$ cat config.mk
export PLATFORM = sky130hd
export DESIGN_NAME = crc6_stream_checker_unit
export DESIGN_NICKNAME = d
export VERILOG_FILES = /design/src/hw/rtl/crc6sc_pkg.sv /design/src/hw/rtl/crc6sc_step.sv /design/src/hw/rtl/crc6_stream_checker_unit.sv
export SDC_FILE = /design/constraint.sdc
export NUM_CORES = 1
export LEC_CHECK = 0
export ABC_AREA = 1
export BUFFER_PORTS_ARGS = -buffer_cell sky130_fd_sc_hd__buf_2
export CAP_MARGIN = 20
export CELL_PAD_IN_SITES_DETAIL_PLACEMENT = 0
export CELL_PAD_IN_SITES_GLOBAL_PLACEMENT = 2
export CORE_ASPECT_RATIO = 2
export CORE_MARGIN = 3
export CORE_UTILIZATION = 31
export CTS_CLUSTER_SIZE = 16
export DETAILED_ROUTE_END_ITERATION = 16
export PLACE_DENSITY_LB_ADDON = 0.25
export REMOVE_ABC_BUFFERS = 1
export SLEW_MARGIN = 20
export SYNTH_ARGS = -nofsm -noshare
export SYNTH_HDL_FRONTEND = slang
export SYNTH_SLANG_ARGS = --single-unit
$ cat constraint.sdc
create_clock -name clk -period 2.1 [get_ports clk]
set_input_delay 0.21 -clock clk [delete_from_list [all_inputs] [get_ports clk]]
set_output_delay 0.21 -clock clk [all_outputs]
set_load 0.005 [all_outputs]
$ cat src/hw/rtl/crc6sc_pkg.sv
// shared types and constants for the crc-6 stream checker
package crc6sc_pkg;

  localparam int unsigned CrcW = 6;
  localparam int unsigned SymW = 8;
  localparam int unsigned SymShortW = 6;

  localparam logic [CrcW:0]   CRC_FEEDBACK = 7'h43;
  localparam logic [CrcW-1:0] CRC_XOROUT   = 6'h3f;
  localparam logic [CrcW-1:0] CRC_INIT     = 6'h00;

  localparam logic [0:0] REG_SIX_BIT_SYMBOLS   = 1'b0;
  localparam logic [0:0] REG_APPEND_ZERO_FLUSH = 1'b1;

  typedef struct packed {
    logic six_bit_symbols;
    logic append_zero_flush;
  } crc6sc_mode_t;

endpackage

$ cat src/hw/rtl/crc6sc_step.sv
// one symbol of crc-6 division plus optional zero flush and final xor
module crc6sc_step import crc6sc_pkg::*; (
  input  logic [CrcW-1:0] rem_in,
  input  logic [SymW-1:0] symbol_data,
  input  logic            last_symbol,
  input  crc6sc_mode_t    mode,
  output logic [CrcW-1:0] rem_out,
  output logic [CrcW-1:0] crc_value
);

  logic [CrcW-1:0] sym_rem;
  logic [CrcW:0]   flush_t;
  logic [CrcW-1:0] flush_rem;
  logic [CrcW-1:0] final_rem;

  // bitwise division, msb first; short symbols skip the top two bits
  always_comb begin
    logic [CrcW:0] t;
    sym_rem = rem_in;
    for (int i = SymW - 1; i >= 0; i--) begin
      t = {sym_rem, symbol_data[i]};
      if (t[CrcW]) begin
        t = t ^ CRC_FEEDBACK;
      end
      if (!(mode.six_bit_symbols && (i >= SymShortW))) begin
        sym_rem = t[CrcW-1:0];
      end
    end
  end

  // six zero bits equal multiply by x^6 = x + 1, then one reduction
  always_comb begin
    flush_t = {sym_rem, 1'b0} ^ {1'b0, sym_rem};
    if (flush_t[CrcW]) begin
      flush_t = flush_t ^ CRC_FEEDBACK;
    end
    flush_rem = flush_t[CrcW-1:0];
  end

  assign final_rem = mode.append_zero_flush ? flush_rem : sym_rem;
  assign crc_value = final_rem ^ CRC_XOROUT;
  assign rem_out   = last_symbol ? CRC_INIT : sym_rem;

endmodule

$ cat src/hw/rtl/crc6_stream_checker_unit.sv
// crc-6 stream checker top level
//
// symbols enter on the in_ channel (valid/ready), msb first; in_last_symbol
// marks the final symbol of a message. one crc beat leaves on the out_
// channel per message, holding the remainder xor 0x3f. generator is
// x^6 + x + 1, starting remainder zero.
// cfg_ channel writes index 0 (six-bit symbols) and index 1 (zero flush);
// cfg_ready is always high, writes belong between messages.
// pipeline: input register, then xor logic into the running remainder and
// the result register, which drives out_valid; a last symbol passes both
// in that order. one symbol is taken every cycle while in_ready is high.
// when the receiver stalls, the result holds in the output register and
// the input register keeps filling; middle symbols still drain, and only a
// second last symbol waits, which then pulls in_ready low.
// synchronous active-low reset empties both registers, clears the
// remainder and sets six-bit mode off and zero flush on.
module crc6_stream_checker_unit import crc6sc_pkg::*; (
  input  logic            clk,
  input  logic            rst_n,
  input  logic            in_valid,
  output logic            in_ready,
  input  logic [SymW-1:0] in_symbol_data,
  input  logic            in_last_symbol,
  output logic            out_valid,
  input  logic            out_ready,
  output logic [CrcW-1:0] out_crc_value,
  input  logic            cfg_valid,
  output logic            cfg_ready,
  input  logic [0:0]      cfg_index,
  input  logic            cfg_data
);

  crc6sc_mode_t    mode_r;
  crc6sc_mode_t    mode_nxt;
  logic            s1_valid_r;
  logic            s1_valid_nxt;
  logic [SymW-1:0] s1_symbol_r;
  logic            s1_last_r;
  crc6sc_mode_t    s1_mode_r;
  logic [CrcW-1:0] rem_r;
  logic [CrcW-1:0] rem_nxt;
  logic            out_valid_r;
  logic            out_valid_nxt;
  logic [CrcW-1:0] out_crc_r;
  logic [CrcW-1:0] crc_nxt;
  logic            advance;
  logic            in_fire;

  assign cfg_ready = 1'b1;

  always_comb begin
    mode_nxt = mode_r;
    if (cfg_valid) begin
      unique case (cfg_index)
        REG_SIX_BIT_SYMBOLS:   mode_nxt.six_bit_symbols   = cfg_data;
        REG_APPEND_ZERO_FLUSH: mode_nxt.append_zero_flush = cfg_data;
        default:               mode_nxt = mode_r;
      endcase
    end
  end

  crc6sc_step u_step (
    .rem_in      (rem_r),
    .symbol_data (s1_symbol_r),
    .last_symbol (s1_last_r),
    .mode        (s1_mode_r),
    .rem_out     (rem_nxt),
    .crc_value   (crc_nxt)
  );

  // middle symbols never need the output register
  assign advance  = s1_valid_r && (!s1_last_r || !out_valid_r || out_ready);
  assign in_ready = !s1_valid_r || advance;
  assign in_fire  = in_valid && in_ready;

  assign s1_valid_nxt  = in_fire || (s1_valid_r && !advance);
  assign out_valid_nxt = (advance && s1_last_r) || (out_valid_r && !out_ready);

  always_ff @(posedge clk) begin
    if (!rst_n) begin
      mode_r      <= '{six_bit_symbols: 1'b0, append_zero_flush: 1'b1};
      s1_valid_r  <= 1'b0;
      out_valid_r <= 1'b0;
      rem_r       <= CRC_INIT;
    end else begin
      mode_r      <= mode_nxt;
      s1_valid_r  <= s1_valid_nxt;
      out_valid_r <= out_valid_nxt;
      if (advance) begin
        rem_r <= rem_nxt;
      end
    end
  end

  always_ff @(posedge clk) begin
    if (in_fire) begin
      s1_symbol_r <= in_symbol_data;
      s1_last_r   <= in_last_symbol;
      s1_mode_r   <= mode_r;
    end
    if (advance && s1_last_r) begin
      out_crc_r <= crc_nxt;
    end
  end

  assign out_valid     = out_valid_r;
  assign out_crc_value = out_crc_r;

  // remainder restarts after every message
  a_rem_clear: assert property (@(posedge clk) disable iff (!rst_n)
    advance && s1_last_r |=> rem_r == CRC_INIT)
    else $error("remainder not cleared after last symbol");

  // a finished message always reaches the output register
  a_last_to_out: assert property (@(posedge clk) disable iff (!rst_n)
    advance && s1_last_r |=> out_valid_r)
    else $error("last symbol did not produce a result");

  // input only stalls behind a waiting result and a waiting last symbol
  a_stall_cause: assert property (@(posedge clk) disable iff (!rst_n)
    !in_ready |-> s1_valid_r && s1_last_r && out_valid_r && !out_ready)
    else $error("input stalled without cause");

  // stalled result is not overwritten
  a_out_hold: assert property (@(posedge clk) disable iff (!rst_n)
    out_valid_r && !out_ready |=> out_valid_r && $stable(out_crc_r))
    else $error("result lost under stall");

endmodule

==> reports/metrics.cfg <==
[placed_design]
place_ws_ns = 0.255
io_buffers = 23
dp_hpwl_um = 2470
gp_congestion = 0.754

[clock_network]
cts.clk_slew.worst_paths_ns = 0.09
clk_path_buf_depth = 2
cts_num_sinks = 27
cts_resized = 0
htree_levels = 1
cts_buffers = 3
cts_tree = built
clk_latency_ns = 0.28
postCtsHoldBufs = 0
postCtsSetupBuffers = 0
root_buffer = clkbuf_8

[timing]
min_period_ns = 1.82
fin_crit_sh = 0.865
fmax_mhz = 551
fin_worst_skew_ns = 0.00622
fin_setup_tns_ns = 0
hold-worst-slack_ns = 0.102
rsz0062_at_grt = no
fin_ws_ns = 0.284
finalMaxSlewViolations = 0
hold_viol_final = 0
setup_viol = 0

[power]
swShare = 0.269
vdd_ir_drop_max_v = 0.000418
p_leak_nw = 0.728
pwr_density_cell_nw_per_um2 = 704
seq_power_share = 0.561
p_switching_uw = 297
comb_power_share = 0.167
internal_power_uw = 807
clockPowerShare = 0.272

[critical_path]
critPathMaxStageDelay_ns = 0.52
crit_arrival_ns = 1.85
crit_top_cell = xor2_1
crit_start = s1_mode_r[1]$_DFFE_PP_
r2r_cells = 5
endpoint_kind = flop
path_class = reg -> reg
cp.depth = 5
worstReg2RegStart = s1_mode_r[1]$_DFFE_PP_
cp_num_buf_inv = 0
critPathLaunchType = flop
r2r_end = out_crc_value[5]$_DFFE_PP_
r2r_setup_slack_ns = 0.28
critPathCapture = out_crc_value[5]$_DFFE_PP_
cp_top_family = XOR/XNOR gates
required_ns = 2.13
worstPathCellList = o21ai_2 -> xor2_2 -> xor2_1 -> nand2_1 -> xor2_1
critPathSlowestCell = edfxtp_1
crit_fanout = 8

[route]
first_iter_violations = 19
wl_per_cell_um = 12.1
finalWirelength_um = 2930
first_pass_iters = 4
drtAntennaViolNets = 0
drc = 0
vias = 1084
via_per_inst = 4.48

[die]
coreArea_um2 = 4130
initial_utilization = 0.327
die_area_um2 = 5230
die_w_um = 52.7
die_y_um = 99.3
ios = 25
rows = 33

[grt]
grt_pass1_vias = 1086
grt_pass1_wl_um = 4860
antenna_found_initial = 0
grt-ovfl-total = 0
grt_max_degree = 15
grt_usage = 0.129

[logic_synthesis]
synth-warning-count = 0
ys_seq_area_frac = 0.526
synth_area_per_cell_um2 = 8.23
ys_ff_latch = 27
synth_cells = 164
syn_area_um2 = 1350
ys_types = 19

[run_status]
status = finished clean

[cells_and_area]
drive_gt1_frac = 0.163
area_growth_pct = 16.1
diodes = 0
nets = 207

[flow_run]
max-cap-violations = 0

[min_path]
hold_path.class = in -> reg

area by class of cell:
cell class              instances  area, um2
repair buffers                 23        115
well taps                      52       65.1
flip-flops and latches         27        711
clock buffers                   4       45.0
fillers                       465       2560
inverters                      24       90.1
multi-input cells             112        542
registers in the layout, indices dropped and copies added (netlist names):
| signal | flops |
|---|---|
| mode_r | 2 |
| out_crc_value | 6 |
| out_valid | 1 |
| rem_r | 6 |
| s1_last_r | 1 |
| s1_mode_r | 2 |
| s1_symbol_r | 8 |
| s1_valid_r | 1 |
Yosys cell counts:
master,n,area [um2]
nand2_1,61,229
xor2_2,1,16.3
nand3b_1,1,7.51
xnor2_1,3,26.3
inv_2,2,7.51
inv_1,22,82.6
dfxtp_1,10,200
o21ai_0,2,10.0
buf_4,1,7.51
nand4_1,4,25.0
edfxtp_1,17,510
conb_1,1,3.75
xor2_1,6,52.6
nand3_1,18,90.1
a21oi_1,8,40.0
a31oi_1,1,6.26
o21ai_2,2,17.5
or2_1,1,6.26
nor2_1,3,11.3
how the worst min path moves through the flow:
stage,start,to,slack (ns),depth (start not counted)
floorplan,rst_n,mode_r[0]$_SDFFE_PN1P_,0.29,1
global placement,in_symbol_data[4],s1_symbol_r[4]$_DFFE_PP_,0.39,1
detailed placement,in_last_symbol,s1_last_r$_DFFE_PP_,0.39,1
CTS,in_last_symbol,s1_last_r$_DFFE_PP_,0.1,1
global route,in_symbol_data[7],s1_symbol_r[7]$_DFFE_PP_,0.10,1
finish,in_last_symbol,s1_last_r$_DFFE_PP_,0.10,1
power groups by stage:
stage	registers, mW	clock network, mW	logic (mW)
6_report	0.619	0.301	0.184
3_5_place_dp	0.633	0	0.189
3_3_place_gp	0.631	0	0.185
5_1_grt	0.624	0.321	0.219
2_1_floorplan	0.629	0	0.131
4_1_cts	0.620	0.307	0.190
metrics by stage:
step / util / instance area, um2 / power, mW / cells
global placement: 0.369 / 1520 / 0.816 / 238
floorplan: - / 1340 / 0.760 / 163
detailed placement: 0.369 / 1520 / 0.822 / 238
global route: 0.380 / 1570 / 1.16 / 242
finish: 0.380 / 1570 / 1.10 / 242
CTS: 0.380 / 1570 / 1.12 / 242
cell usage in the layout, fill, tap and decap left out:
cell / n
xor2_2: 1
buf_2: 23
inv_2: 2
edfxtp_1: 17
o21ai_0: 2
xnor2_1: 3
dfxtp_1: 10
nand3_1: 18
a21oi_1: 8
or2_1: 1
a31oi_1: 1
xor2_1: 6
nor2_1: 3
clkbuf_1: 1
o21ai_2: 2
nand3b_1: 1
clkbuf_8: 3
nand4_1: 4
inv_1: 22
nand2_1: 61
conb_1: 1
layer usage:
layer / GRT usage / wire length, um / vias to the layer above
li1: - / - / 576
met1: 0.131 / 1040 / 478
met2: 0.244 / 1730 / 25
met3: 0.0180 / 95 / 5
met4: 0.0591 / 60 / 0
met5: 0 / 0 / -
cells by family after synthesis:
| group | Yosys count | share of synthesized area |
|---|---|---|
| buffers and inverters | 25 | 0.0723 |
| XOR/XNOR | 10 | 0.0704 |
| AND/OR/NAND/NOR | 88 | 0.273 |
| other | 1 | 0.00278 |
| flip-flops | 27 | 0.526 |
| AO/OA/AOI/OAI | 13 | 0.0547 |
(Power assumes the default switching activity.)
